[config.mk]
export PLATFORM = sky130hd
export DESIGN_NAME = fpw_walk
export DESIGN_NICKNAME = d
export VERILOG_FILES = /design/src/rtl/fpw_pkg.sv /design/src/rtl/fpw_walk.sv
export SDC_FILE = /design/constraint.sdc
export NUM_CORES = 1
export LEC_CHECK = 0
export BUFFER_PORTS_ARGS = -buffer_cell sky130_fd_sc_hd__buf_2
export CAP_MARGIN = 10
export CORE_AREA = 4 4 166 168
export CTS_CLUSTER_DIAMETER = 60
export DETAILED_ROUTE_END_ITERATION = 6
export DIE_AREA = 0 0 170 172
export GPL_ROUTABILITY_DRIVEN = 0
export PLACE_DENSITY = 0.8
export SLEW_MARGIN = 0
export SYNTH_ARGS = -nofsm -noshare
export SYNTH_HDL_FRONTEND = slang
export SYNTH_SLANG_ARGS = --single-unit
[constraint.sdc]
create_clock -name clk_i -period 9.3 [get_ports clk_i]
set_clock_uncertainty 0.05 [all_clocks]
set_input_delay 0.465 -clock clk_i [delete_from_list [all_inputs] [get_ports clk_i]]
set_output_delay 0.465 -clock clk_i [all_outputs]
set_load 0.02 [all_outputs]
[src/rtl/fpw_pkg.sv]
package fpw_pkg;

  localparam int unsigned TablePages = 64;
  localparam int unsigned PageShift = 12;
  localparam int unsigned PageW = $clog2(TablePages);
  localparam int unsigned AddrW = PageW + 9;
  localparam int unsigned FreeW = $clog2(TablePages + 1);

  localparam logic [1:0] ActLookup = 2'd0;
  localparam logic [1:0] ActMap    = 2'd1;
  localparam logic [1:0] ActUnmap  = 2'd2;

  localparam logic [1:0] StOk     = 2'd0;
  localparam logic [1:0] StNomem  = 2'd1;
  localparam logic [1:0] StRemap  = 2'd2;
  localparam logic [1:0] StAbsent = 2'd3;

  localparam logic [63:0] FlagLink = 64'h7;

  typedef enum logic [2:0] {
    S_IDLE,
    S_READ,
    S_EVAL,
    S_CLEAR,
    S_LEAF,
    S_DONE,
    S_INIT
  } state_e;

  typedef struct packed {
    logic          we;
    logic [AddrW-1:0] waddr;
    logic [63:0]   wdata;
    logic [AddrW-1:0] raddr;
  } mem_req_t;

endpackage

[src/rtl/fpw_walk.sv]
module fpw_walk (
  input  logic                 clk_i,
  input  logic                 rst_ni,
  input  logic [39:0]          base_i,
  input  logic                 in_valid_i,
  output logic                 in_ready_o,
  input  logic [1:0]           action_i,
  input  logic [35:0]          virt_page_i,
  input  logic [39:0]          phys_page_i,
  input  logic [11:0]          perm_i,
  input  logic                 create_i,
  output logic                 out_valid_o,
  input  logic                 out_ready_i,
  output logic [1:0]           status_o,
  output logic [63:0]          entry_value_o,
  output logic [14:0]          entry_index_o,
  output fpw_pkg::mem_req_t    req_o,
  input  logic [63:0]          rdata_i
);
  import fpw_pkg::*;

  state_e state_q, state_d;
  logic [1:0]  act_q;
  logic [35:0] vp_q;
  logic [39:0] pp_q;
  logic [11:0] perm_q;
  logic        alloc_q;
  logic [1:0]  lvl_q, lvl_d;
  logic [PageW-1:0] page_q, page_d;
  logic [FreeW-1:0] free_q, free_d;
  logic [8:0]  clr_q, clr_d;
  logic [1:0]  st_q, st_d;
  logic [63:0] val_q, val_d;
  logic [14:0] idx_q, idx_d;
  logic        ov_q, ov_d;
  logic [1:0]  res_st_q;
  logic [63:0] res_val_q;
  logic [14:0] res_idx_q;

  logic [8:0]       lidx;
  logic [AddrW-1:0] at;
  logic [39:0]      rel;

  always_comb begin
    case (lvl_q)
      2'd3:    lidx = vp_q[35:27];
      2'd2:    lidx = vp_q[26:18];
      2'd1:    lidx = vp_q[17:9];
      default: lidx = vp_q[8:0];
    endcase
  end

  assign at    = {page_q, lidx};
  assign rel   = rdata_i[PageShift+39:PageShift] - base_i;

  always_comb begin
    state_d = state_q;
    lvl_d   = lvl_q;
    page_d  = page_q;
    free_d  = free_q;
    clr_d   = clr_q;
    st_d    = st_q;
    val_d   = val_q;
    idx_d   = idx_q;
    ov_d    = ov_q;
    if (ov_q && out_ready_i) begin
      ov_d = 1'b0;
    end
    case (state_q)
      S_INIT: begin
        clr_d = clr_q + 9'd1;
        if (clr_q == 9'h1ff) begin
          state_d = S_IDLE;
        end
      end
      S_IDLE: begin
        if (in_valid_i && in_ready_o) begin
          lvl_d  = 2'd3;
          page_d = '0;
          if (action_i > ActUnmap) begin
            st_d = StAbsent;
            val_d = '0;
            idx_d = '0;
            state_d = S_DONE;
          end else begin
            state_d = S_READ;
          end
        end
      end
      S_READ: state_d = S_EVAL;
      S_EVAL: begin
        if (lvl_q == 2'd0) begin
          st_d  = StOk;
          val_d = rdata_i;
          idx_d = 15'(at);
          if (act_q == ActMap) begin
            if (rdata_i[0]) begin
              st_d = StRemap;
            end else begin
              val_d = {12'd0, pp_q, perm_q};
            end
          end else if (act_q == ActUnmap && !rdata_i[0]) begin
            st_d = StAbsent;
          end
          state_d = S_DONE;
        end else if (rdata_i[0]) begin
          if (rel >= 40'(TablePages)) begin
            st_d = StNomem;
            val_d = '0;
            idx_d = '0;
            state_d = S_DONE;
          end else begin
            page_d  = PageW'(rel);
            lvl_d   = lvl_q - 2'd1;
            state_d = S_READ;
          end
        end else if (!alloc_q) begin
          st_d = StAbsent;
          val_d = '0;
          idx_d = '0;
          state_d = S_DONE;
        end else if (free_q >= FreeW'(TablePages)) begin
          st_d = StNomem;
          val_d = '0;
          idx_d = '0;
          state_d = S_DONE;
        end else begin
          clr_d   = '0;
          state_d = S_CLEAR;
        end
      end
      S_CLEAR: begin
        clr_d = clr_q + 9'd1;
        if (clr_q == 9'h1ff) begin
          page_d  = PageW'(free_q);
          free_d  = free_q + FreeW'(1);
          lvl_d   = lvl_q - 2'd1;
          state_d = S_READ;
        end
      end
      S_DONE: begin
        if (!ov_q || out_ready_i) begin
          ov_d = 1'b1;
          state_d = S_IDLE;
        end
      end
      default: state_d = S_IDLE;
    endcase
  end

  always_comb begin
    req_o.we    = 1'b0;
    req_o.waddr = at;
    req_o.wdata = '0;
    req_o.raddr = at;
    in_ready_o  = (state_q == S_IDLE);
    case (state_q)
      S_INIT: begin
        req_o.we    = 1'b1;
        req_o.waddr = {PageW'(0), clr_q};
      end
      S_CLEAR: begin
        req_o.we    = 1'b1;
        req_o.waddr = {PageW'(free_q), clr_q};
        if (clr_q == 9'h1ff) begin
          req_o.we    = 1'b1;
        end
      end
      S_EVAL: begin
        if (lvl_q == 2'd0) begin
          if (act_q == ActMap && !rdata_i[0]) begin
            req_o.we    = 1'b1;
            req_o.wdata = {12'd0, pp_q, perm_q};
          end else if (act_q == ActUnmap && rdata_i[0]) begin
            req_o.we    = 1'b1;
          end
        end
      end
      default: ;
    endcase
  end

  always_ff @(posedge clk_i or negedge rst_ni) begin
    if (!rst_ni) begin
      state_q <= S_INIT;
      free_q  <= FreeW'(1);
      clr_q   <= '0;
      ov_q    <= 1'b0;
      lvl_q   <= '0;
      page_q  <= '0;
    end else begin
      state_q <= state_d;
      free_q  <= free_d;
      clr_q   <= clr_d;
      ov_q    <= ov_d;
      lvl_q   <= lvl_d;
      page_q  <= page_d;
    end
  end

  always_ff @(posedge clk_i) begin
    st_q  <= st_d;
    val_q <= val_d;
    idx_q <= idx_d;
    if (state_q == S_IDLE && in_valid_i) begin
      act_q   <= action_i;
      vp_q    <= virt_page_i;
      pp_q    <= phys_page_i;
      perm_q  <= perm_i;
      alloc_q <= (action_i == ActMap) || (action_i == ActLookup && create_i);
    end
    if (state_q == S_DONE && (!ov_q || out_ready_i)) begin
      res_st_q  <= st_q;
      res_val_q <= val_q;
      res_idx_q <= idx_q;
    end
  end

  // the link entry is written by the top through the store's single port, registered from the last clear write
  assign out_valid_o   = ov_q;
  assign status_o      = res_st_q;
  assign entry_value_o = res_val_q;
  assign entry_index_o = res_idx_q;

  assert property (@(posedge clk_i) disable iff (!rst_ni)
    (state_q == S_CLEAR) |-> free_q < FreeW'(TablePages))
    else $error("clear beyond store");
  assert property (@(posedge clk_i) disable iff (!rst_ni)
    (state_q == S_READ) |=> (state_q == S_EVAL))
    else $error("read not followed by eval");
  assert property (@(posedge clk_i) disable iff (!rst_ni)
    (state_q != S_IDLE) |-> !in_ready_o)
    else $error("ready while busy");

endmodule

==> reports/metrics.csv, run 1 <==
stage;metric;value;unit
synthesis;Post-synth top cells;253 x edfxtp_1, 89 x nand2_1, 66 x a21oi_1;
synthesis;Synth top area share;55.4;%
floorplanning;full die area;29200;um2
sta;final hold vios;0;
synthesis;multiplexer share of the synthesized area;1.48;%
grt;first-pass GRT wire length;57200;um
cells_and_area;fillers;1966;
drt;# DRC;0;
worst_setup_path;Critical Path Start Type;flop;
sta;Fin Hold WS;0.0300;ns
synthesis;Yosys top cell by area;edfxtp_1;
cells_and_area;Util after Layout;64.9;%
cells_and_area;layout cell share with drive strength beyond 1;30.0;%
drt;DRT antenna net count;0;
synthesis;Synth Area in Simple Gates;13.5;%
flow_run;number of max-cap violations;0;
clock_tree;clk sinks;281;
sta;Max Fclk;0.242;GHz
synthesis;Synth Instances;1123;
sta;Final Max Tran Viols;0;
sta;Setup TNS;0;ns
worst_setup_path;crit path max fanout;35;
synthesis;mapped cell area;13700;um2
cells_and_area;Area Overhead vs Synth;22.5;%
synthesis;Synth Area in Compound Gates;14.2;%
grt;GRT overflow;0;
drt;WL met3;3760;um
place;Setup Slack @ Placement;4.69;ns
floorplanning;Top Ports;377;
synthesis;top-count cell post-synth;edfxtp_1;
grt;Total GRT Usage;24.8;%
sta;Final setup viols;0;
clock_tree;CTS buffer count;29;
min_path;Hold Path Class;in2reg;
clock_tree;Root Buffer;clkbuf_16;
place;dpl cells;1780;
grt;initial antenna violation count;2;
synthesis;Synth area leaders;edfxtp_1 55%, dfrtp_1 4.6%, ha_1 4.2%;
floorplanning;chip width;170;um
synthesis;XOR/XNOR Fraction of Synth Area;1.72;%
floorplanning;chip height;172;um
min_path;worst hold path cell count;1;
clock_tree;CTS clock-pin slew for the worst setup and hold paths;0.06;ns
synthesis;number of enable flip-flop cells after synthesis;253;
drt;met1 WL;15400;um
synthesis;post-synthesis sequential area ratio;60.5;%
power;leak pwr;7.55;nW
place;DP Wirelength;28300;um
sta;Tightest Pin Transition;0.997;ns
clock_tree;insertion delay to the later sink of the worst-skew pair;0.56;ns
worst_setup_path;Critical Path AT;3.63;ns
place;DP Area;15700;um2
synthesis;Mean Syn Cell Area;12.2;um2
drt;Routed Wire Length;38200;um
drt;DR vias/cell;5.78;
status;status;completed;
drt;routed via count;10702;
floorplanning;Placeable Area;25900;um2
drt;routed length per placed instance;20.6;um
grt;vias in the first global route;10515;
worst_setup_path;Setup crit start;lvl_q[1]$_DFFE_PN0P_;
synthesis;adder-cell share of the synthesized area;4.34;%
synthesis;ys async rst share;9.96;%
worst_setup_path;R2R depth;11;
drt;WL met2;18000;um
power;maximum VDD drop;0.000196;V
synthesis;synth warn;0;
worst_setup_path;r2r endpoint;idx_q[2]$_SDFFCE_PN0P_;
sta;Final min period;4.14;ns
worst_setup_path;Setup CP Type;reg2out;
synthesis;largest family of logic cells by synthesized area;compound AO/OA/AOI/OAI gates;
worst_setup_path;Crit path required time;8.79;ns
sta;RSZ-0062 raised after global routing;false;
clock_tree;worst-case clock buffer depth;3;
power;power per cell area;224;nW/um2
clock_tree;Setup Fix Bufs, Post-CTS;0;
floorplanning;row count;59;
cells_and_area;final instance area;16800;um2
drt;DR pass1 iterations;6;
worst_setup_path;reg2reg setup slack;5.41;ns
power;Power Total;3.76;mW
sta;final setup margin;5.16;ns
synthesis;register bit count reported by yosys;281;
place;IO Port Bufs;364;
clock_tree;CTS tree;built;
clock_tree;H-tree levels;1;
worst_setup_path;Worst setup EP type;output pin;
sta;Slew HR;33.4;%
drt;Top Layer Used;met5;
grt;largest net degree at the start of global routing;64;
synthesis;Primary FF master, synth;edfxtp_1;
floorplanning;initial core utilization;53.0;%
drt;Starting DRT DRC Count;1014;
worst_setup_path;Reg-to-Reg Start;lvl_q[1]$_DFFE_PN0P_;
cells_and_area;Layout Nets;1739;
cells_and_area;Finished Layout Cells;1853;
worst_setup_path;end of the critical path;req_o[65];
synthesis;Cell variety after synth;86;
sta;crit share post-route;44.5;%
==> power by group <==
group          internal (mW)  switching [mW]  leakage (nW)  total, mW
registers               1.70           0.102          2.70       1.81
clock network          0.600           0.472         0.421       1.07
logic                  0.261           0.619          4.43      0.880
total                   2.57            1.19          7.55       3.76
==> cell usage in the layout, fill, tap and decap left out, drive strengths merged, types with 17 or more instances in the layout <==
cell | synthesis | final
buf | 27 | 372
edfxtp | 253 | 253
nand2 | 90 | 90
a21oi | 67 | 67
inv | 61 | 62
and3 | 61 | 61
nor2 | 61 | 61
a21o | 56 | 56
o21ai | 49 | 49
ha | 46 | 46
clkbuf | 34 | 32
and2 | 29 | 29
dfrtp | 25 | 25
nand4 | 22 | 22
o21a | 21 | 21
mux2i | 18 | 18
nor3 | 18 | 18
dlygate4sd3 | 0 | 17
==> worst max-delay path: stages (launching register included) <==
cell,delay [ns]
dfrtp_1,0.41
inv_1,0.13
ha_1,0.80
and3_2,0.70
buf_4,0.46
and3_1,0.32
buf_2,0.20
==> routing by layer <==
| metal | global-route usage [%] | up-vias |
|---|---|---|
| li1 | - | 4940 |
| met5 | 0 | - |
| met2 | 41.7 | 593 |
| met4 | 6.32 | 2 |
| met3 | 5.21 | 72 |
| met1 | 33.3 | 5095 |
==> how the worst min path moves through the flow <==
stage / start / end / slack [ns]
4_1_cts: phys_page_i[30] / pp_q[30]$_DFFE_PP_ / 0.0002
2_1_floorplan: rst_ni / clr_q[0]$_DFFE_PN0P_ / 0.12
5_1_grt: phys_page_i[30] / pp_q[30]$_DFFE_PP_ / 0.007
6_report: phys_page_i[27] / pp_q[27]$_DFFE_PP_ / 0.03
3_3_place_gp: val_q[29]$_SDFFCE_PN0P_ / entry_value_o[29]$_DFFE_PP_ / 0.35
3_5_place_dp: idx_q[0]$_SDFFCE_PN0P_ / entry_index_o[0]$_DFFE_PP_ / 0.35
==> cell families after synthesis <==
group / count (synthesis)
AO/OA/AOI/OAI: 279
XOR/XNOR: 27
adder cells (fa/ha/maj): 47
buffers and inverters: 122
flip-flops: 281
multiplexers: 20
other: 1
AND/OR/NAND/NOR: 346
==> sequential cells by signal (all words and copies together) (netlist names), 3 cells and up <==
| name | cells |
|---|---|
| clr_q | 9 |
| entry_index_o | 15 |
| entry_value_o | 64 |
| free_q | 7 |
| idx_q | 15 |
| page_q | 6 |
| perm_q | 12 |
| pp_q | 40 |
| state_q | 3 |
| val_q | 64 |
| vp_q | 36 |
==> timing repair <==
action                    in CTS  in global routing
hold buffers                  17                  0
hold endpoints to repair      41                  0
resized for setup              0                  0
==> final cells by class <==
| type | count | area (um2) | share of cell area [%] |
|---|---|---|---|
| inverter | 61 | 231 | 1.38 |
| timing repair buffer | 389 | 2050 | 12.2 |
| clock buffer | 32 | 737 | 4.38 |
| tap | 335 | 419 | 2.49 |
| antenna | 2 | 5.00 | 0.0298 |
| multi-input combinational | 731 | 4910 | 29.2 |
| sequential | 281 | 8300 | 49.4 |
| clock inverter | 22 | 151 | 0.900 |
No activity file was read; power rests on OpenSTA's default activity.
==> inputs of run 2 (changes only) <==
Clock period 9.3 ns to 4.1 ns, I/O delays scaled along.
==> reports/metrics.csv, run 2 (same netlist as run 1, synthesis figures left out) <==
stage;metric;value;unit;change
worst_setup_path;Reg-to-Reg Start;lvl_q[0]$_DFFE_PN0P_;;
floorplanning;chip width;170;um;unchanged
cells_and_area;Util after Layout;71.1;%;+6.2 points
sta;Final Max Tran Viols;0;;unchanged
drt;Routed Wire Length;42000;um;+10%
sta;final hold vios;0;;unchanged
place;DP Area;15900;um2;+0.68%
clock_tree;Setup Fix Bufs, Post-CTS;0;;unchanged
clock_tree;CTS clock-pin slew for the worst setup and hold paths;0.06;ns;about the same
worst_setup_path;R2R depth;11;;unchanged
status;failing checks;design-rule violations;;
floorplanning;initial core utilization;53.0;%;unchanged
min_path;min-delay src;rdata_i[13];;
place;dpl cells;1789;;+0.51%
floorplanning;full die area;29200;um2;unchanged
clock_tree;Root Buffer;clkbuf_16;;
min_path;Hold Path Class;in2reg;;
place;Setup Slack @ Placement;0.0904;ns;-4.60 ns
drt;DRT antenna net count;0;;unchanged
power;maximum VDD drop;0.000466;V;+140%
floorplanning;Placeable Area;25900;um2;unchanged
place;IO Port Bufs;364;;unchanged
sta;Fin Hold WS;0.0424;ns;+0.0124 ns
drt;DR pass1 iterations;7;;+1
cells_and_area;Area Overhead vs Synth;34.2;%;
sta;Slew HR;24.0;%;-9.4 points
worst_setup_path;Critical Path AT;4.08;ns;+0.45 ns
clock_tree;H-tree levels;1;;unchanged
sta;Setup TNS;0;ns;unchanged
min_path;worst hold path cell count;2;;+1
power;power per cell area;487;nW/um2;+120%
min_path;Worst Hold End;val_q[13]$_SDFFCE_PN0P_;;
sta;Final setup viols;0;;unchanged
cells_and_area;layout cell share with drive strength beyond 1;28.3;%;-1.7 points
worst_setup_path;reg2reg setup slack;0.86;ns;-4.55 ns
sta;Final min period;3.93;ns;
flow_run;number of max-cap violations;0;;unchanged
power;Power Total;8.96;mW;+140%
drt;routed via count;11469;;+7.2%
grt;largest net degree at the start of global routing;60;;-6.3%
cells_and_area;fillers;1718;;-13%
grt;initial antenna violation count;3;;+1
drt;Starting DRT DRC Count;1287;;+27%
cells_and_area;Finished Layout Cells;2003;;+8.1%
clock_tree;CTS tree;built;;
sta;Tightest Pin Transition;1.14;ns;+0.144 ns
grt;first-pass GRT wire length;62000;um;+8.2%
sta;RSZ-0062 raised after global routing;false;;
worst_setup_path;r2r endpoint;val_q[5]$_SDFFCE_PN0P_;;
floorplanning;chip height;172;um;unchanged
sta;Max Fclk;0.255;GHz;
worst_setup_path;Setup CP Type;in2reg;;
clock_tree;worst-case clock buffer depth;3;;unchanged
clock_tree;insertion delay to the later sink of the worst-skew pair;0.54;ns;-0.02 ns
drt;routed length per placed instance;21.0;um;+1.8%
grt;GRT overflow;0;;unchanged
grt;Total GRT Usage;27.1;%;+2.2 points
place;DP Wirelength;28300;um;about the same
worst_setup_path;crit path max fanout;57;;+63%
floorplanning;row count;59;;unchanged
sta;crit share post-route;95.8;%;
clock_tree;clk sinks;281;;unchanged
clock_tree;CTS buffer count;29;;unchanged
sta;final setup margin;0.174;ns;-4.99 ns
floorplanning;Top Ports;377;;unchanged
drt;# DRC;2;;+2
worst_setup_path;Worst setup EP type;flop;;
worst_setup_path;Crit path required time;4.25;ns;-4.54 ns
cells_and_area;commonest cells after routing, fill and taps aside;364 x buf_2, 253 x edfxtp_1, 155 x dlygate4sd3_1, 89 x nand2_1, 66 x a21oi_1;;
drt;DR vias/cell;5.73;;-0.86%
power;leak pwr;8.24;nW;+9.1%
worst_setup_path;Critical Path Start Type;input pin;;
cells_and_area;Layout Nets;1886;;+8.5%
cells_and_area;most common cell after layout, fill and taps aside;buf_2;;
status;status;finished, violations left;;
grt;vias in the first global route;11303;;+7.5%
cells_and_area;final instance area;18400;um2;+9.5%
==> run 2: cell types whose count changed in the layout (fill, tap and decap cells not counted), moves of 3 or more <==
cell,previous run,this run
clkinvlp_4,4,0
dlygate4sd3_1,17,155
clkbuf_1,3,8
clkinv_1,10,2
diode_2,2,5
inv_6,0,3
buf_4,8,14
bufinv_16,1,4
==> run 2: repair_timing <==
| action | CTS | global route |
|---|---|---|
| setup endpoints to repair | 0 | 81 |
| hold buffers | 155 | 0 |
| resized for setup | 0 | 4 |
| endpoints found under the hold margin | 179 | 0 |
==> run 2: worst max-delay path by stage <==
stage | start | to | slack, ns | depth (start not counted)
after floorplan | base_i[2] | idx_q[0]$_SDFFCE_PN0P_ | -1.55 | 12
after global placement | rdata_i[12] | val_q[16]$_SDFFCE_PN0P_ | 0.20 | 15
after detailed placement | rdata_i[12] | val_q[20]$_SDFFCE_PN0P_ | 0.09 | 15
after CTS | rdata_i[12] | idx_q[11]$_SDFFCE_PN0P_ | 0.11 | 16
after global routing | rdata_i[12] | val_q[5]$_SDFFCE_PN0P_ | 0.02 | 16
final | rdata_i[12] | val_q[5]$_SDFFCE_PN0P_ | 0.17 | 16
==> run 2: where the power goes <==
part / leakage (nW) / switching, mW / internal [mW] / total (mW)
Sequential: 2.70 / 0.206 / 3.86 / 4.07
Combinational: 5.06 / 1.50 / 0.715 / 2.21
Clock: 0.478 / 1.08 / 1.60 / 2.68
Total: 8.24 / 2.79 / 6.17 / 8.96
==> run 2: final cells by class <==
type                            instances  area, um2  area share (%)
Inverter                               61        231            1.26
Sequential cell                       281       8300            45.1
Clock buffer                           39        783            4.25
Clock inverter                         15        184           0.999
Timing Repair Buffer                  536       3530            19.2
Tap cell                              335        419            2.28
Antenna cell                            5       12.5          0.0680
Multi-Input combinational cell        731       4950            26.9
==> run 2: per-layer routing <==
| metal | wire length, um | GRT usage [%] | up-vias |
|---|---|---|---|
| met5 | 7 | 0 | - |
| li1 | - | - | 5248 |
| met1 | 16200 | 34.5 | 5456 |
| met2 | 20600 | 47.1 | 664 |
| met3 | 3860 | 5.67 | 99 |
| met4 | 1260 | 7.81 | 2 |
==> run 2: critical path: stages <==
cell	delay [ns]
dlygate4sd3_1	0.52
buf_2	0.13
inv_2	0.07
ha_4	0.18
fa_2	0.42
nor2b_4	0.15
o311ai_2	0.13
a211oi_2	0.44
o31ai_2	0.17
a211o_1	0.31
a21o_1	0.18
o311ai_2	0.08
or4b_1	0.18
o21ai_2	0.07
a2111oi_4	0.46
buf_12	0.36
==> inputs of run 3 (changes only) <==
==> constraint.sdc (replaced) <==
create_clock -name clk_i -period 4.1 [get_ports clk_i]
set_clock_uncertainty 0.05 [all_clocks]
set_input_delay 0.41 -clock clk_i [delete_from_list [all_inputs] [get_ports clk_i]]
set_output_delay 0.41 -clock clk_i [all_outputs]
set_load 0.02 [all_outputs]
==> reports/metrics.csv, run 3 (same netlist as run 1, synthesis figures left out) <==
stage;metric;value;unit;change
status;status;finished, violations left;;
cells_and_area;layout cell share with drive strength beyond 1;30.4;%;+2.1 points
worst_setup_path;R2R depth;12;;+1
clock_tree;CTS clock-pin slew for the worst setup and hold paths;0.06;ns;about the same
clock_tree;CTS-repair resized insts;0;;unchanged
cells_and_area;commonest cells after routing, fill and taps aside;364 x buf_2, 253 x edfxtp_1, 90 x dlygate4sd3_1, 89 x nand2_1, 66 x a21oi_1;;
grt;largest net degree at the start of global routing;58;;-3.3%
sta;Final min period;3.62;ns;-0.306 ns
sta;Final setup viols;0;;unchanged
sta;RSZ-0062 raised after global routing;false;;
clock_tree;Root Buffer;clkbuf_16;;
sta;Fin Hold WS;0.0340;ns;-0.00839 ns
drt;# DRC;11;;+9
cells_and_area;Layout Nets;1832;;-2.9%
worst_setup_path;Worst setup EP type;flop;;
sta;Max Fclk;0.276;GHz;+8.5%
cells_and_area;Area Overhead vs Synth;30.8;%;
cells_and_area;Finished Layout Cells;1949;;-2.7%
sta;Slew HR;49.0;%;+25 points
drt;Starting DRT DRC Count;1267;;-1.6%
drt;DRT antenna net count;0;;unchanged
drt;DR vias/cell;5.74;;+0.32%
power;Power Total;9.12;mW;+1.8%
worst_setup_path;r2r endpoint;idx_q[11]$_SDFFCE_PN0P_;;
grt;GRT overflow;0;;unchanged
status;failing checks;design-rule violations;;
grt;initial antenna violation count;3;;unchanged
sta;final hold vios;0;;unchanged
worst_setup_path;end of the critical path;val_q[13]$_SDFFCE_PN0P_;;
min_path;Hold Path Class;in2reg;;
floorplanning;Placeable Area;25900;um2;unchanged
worst_setup_path;reg2reg setup slack;0.88;ns;+0.02 ns
power;maximum VDD drop;0.000459;V;-1.4%
grt;first-pass GRT wire length;60800;um;-1.9%
drt;routed via count;11195;;-2.4%
floorplanning;full die area;29200;um2;unchanged
grt;vias in the first global route;11047;;-2.3%
clock_tree;worst-case clock buffer depth;3;;unchanged
cells_and_area;most common cell after layout, fill and taps aside;buf_2;;
place;IO Port Bufs;364;;unchanged
worst_setup_path;Critical Path AT;3.79;ns;-0.29 ns
worst_setup_path;Reg-to-Reg Start;lvl_q[0]$_DFFE_PN0P_;;
floorplanning;Top Ports;377;;unchanged
worst_setup_path;Crit path required time;4.27;ns;+0.02 ns
cells_and_area;fillers;1810;;+5.4%
place;DP Wirelength;28400;um;+0.49%
power;power per cell area;508;nW/um2;+4.4%
sta;Final Max Tran Viols;0;;unchanged
clock_tree;CTS buffer count;31;;+6.9%
drt;DR pass1 iterations;7;;unchanged
floorplanning;row count;59;;unchanged
clock_tree;H-tree levels;1;;unchanged
clock_tree;CTS tree;built;;
drt;routed length per placed instance;20.6;um;-1.9%
worst_setup_path;Setup CP Type;in2reg;;
floorplanning;chip height;172;um;unchanged
flow_run;number of max-cap violations;0;;unchanged
power;leak pwr;8.05;nW;-2.2%
worst_setup_path;crit path max fanout;57;;unchanged
floorplanning;chip width;170;um;unchanged
worst_setup_path;Setup crit start;base_i[2];;
place;dpl cells;1798;;+0.50%
clock_tree;insertion delay to the later sink of the worst-skew pair;0.56;ns;+0.02 ns
sta;crit share post-route;88.3;%;-7.5 points
clock_tree;clk sinks;281;;unchanged
worst_setup_path;Critical Path Start Type;input pin;;
grt;Total GRT Usage;26.3;%;-0.79 points
floorplanning;initial core utilization;53.0;%;unchanged
drt;Routed Wire Length;40100;um;-4.6%
sta;Tightest Pin Transition;0.764;ns;-0.377 ns
[run 3: critical path, cell delays in order]
cell and delay [ns]:
buf_2 0.08, inv_1 0.04, ha_1 0.36, a21oi_1 0.30, a211oi_1 0.14, a211oi_2 0.61
o21ai_1 0.29, a21oi_1 0.24, xnor2_1 0.19, nor4_2 0.10, nand4_1 0.11, o21ai_2 0.08
a2111oi_4 0.44, buf_12 0.33
[run 3: metrics by stage]
step / instance area [um2] / util (%) / worst slack [ns] / setup TNS [ns]
6_report: 17900 / 69.3 / 0.480 / 0
3_5_place_dp: 15900 / 61.6 / -0.0339 / -1.66
2_1_floorplan: 13800 / - / -1.76 / -143.88
5_1_grt: 17900 / 69.2 / 0.349 / 0
4_1_cts: 17900 / 69.2 / 0.524 / 0
3_3_place_gp: 15900 / 61.6 / 0.109 / 0
[run 3: worst min path at each step]
stage,startpoint,to,slack (ns),depth (start not counted)
2_1_floorplan,rst_ni,clr_q[0]$_DFFE_PN0P_,0.06,0
3_3_place_gp,idx_q[7]$_SDFFCE_PN0P_,entry_index_o[7]$_DFFE_PP_,0.35,0
3_5_place_dp,idx_q[5]$_SDFFCE_PN0P_,entry_index_o[5]$_DFFE_PP_,0.35,0
4_1_cts,action_i[0],act_q[0]$_DFFE_PP_,0.01,1
5_1_grt,action_i[0],act_q[0]$_DFFE_PP_,0.01,1
6_report,action_i[0],act_q[0]$_DFFE_PP_,0.03,1
[run 3: power breakdown]
part,internal (mW),switching (mW),leakage [nW]
registers,3.86,0.213,2.70
logic,0.699,1.46,4.83
clock network,1.72,1.17,0.521
total,6.28,2.84,8.05
[run 3: layout make-up]
type	instances	area, um2	area share, %
Tap cell	335	419	2.34
Clock inverter	26	309	1.72
Sequential cell	281	8300	46.3
Clock buffer	32	779	4.34
Antenna cell	3	7.51	0.0418
Timing Repair Buffer	480	2970	16.5
Inverter	61	231	1.29
Multi-Input combinational cell	731	4930	27.5
[run 3: repair_timing]
item | in CTS | in global routing
setup buffers | 0 | 0
hold buffers | 90 | 0
endpoints found under the hold margin | 114 | 0
[run 3: routing by layer]
layer | wire [um] | global-route usage [%] | up-vias
met5 | 7 | 0 | -
met4 | 1230 | 7.95 | 2
met3 | 4240 | 6.56 | 100
met2 | 19100 | 44.5 | 665
met1 | 15500 | 33.8 | 5291
li1 | - | - | 5137
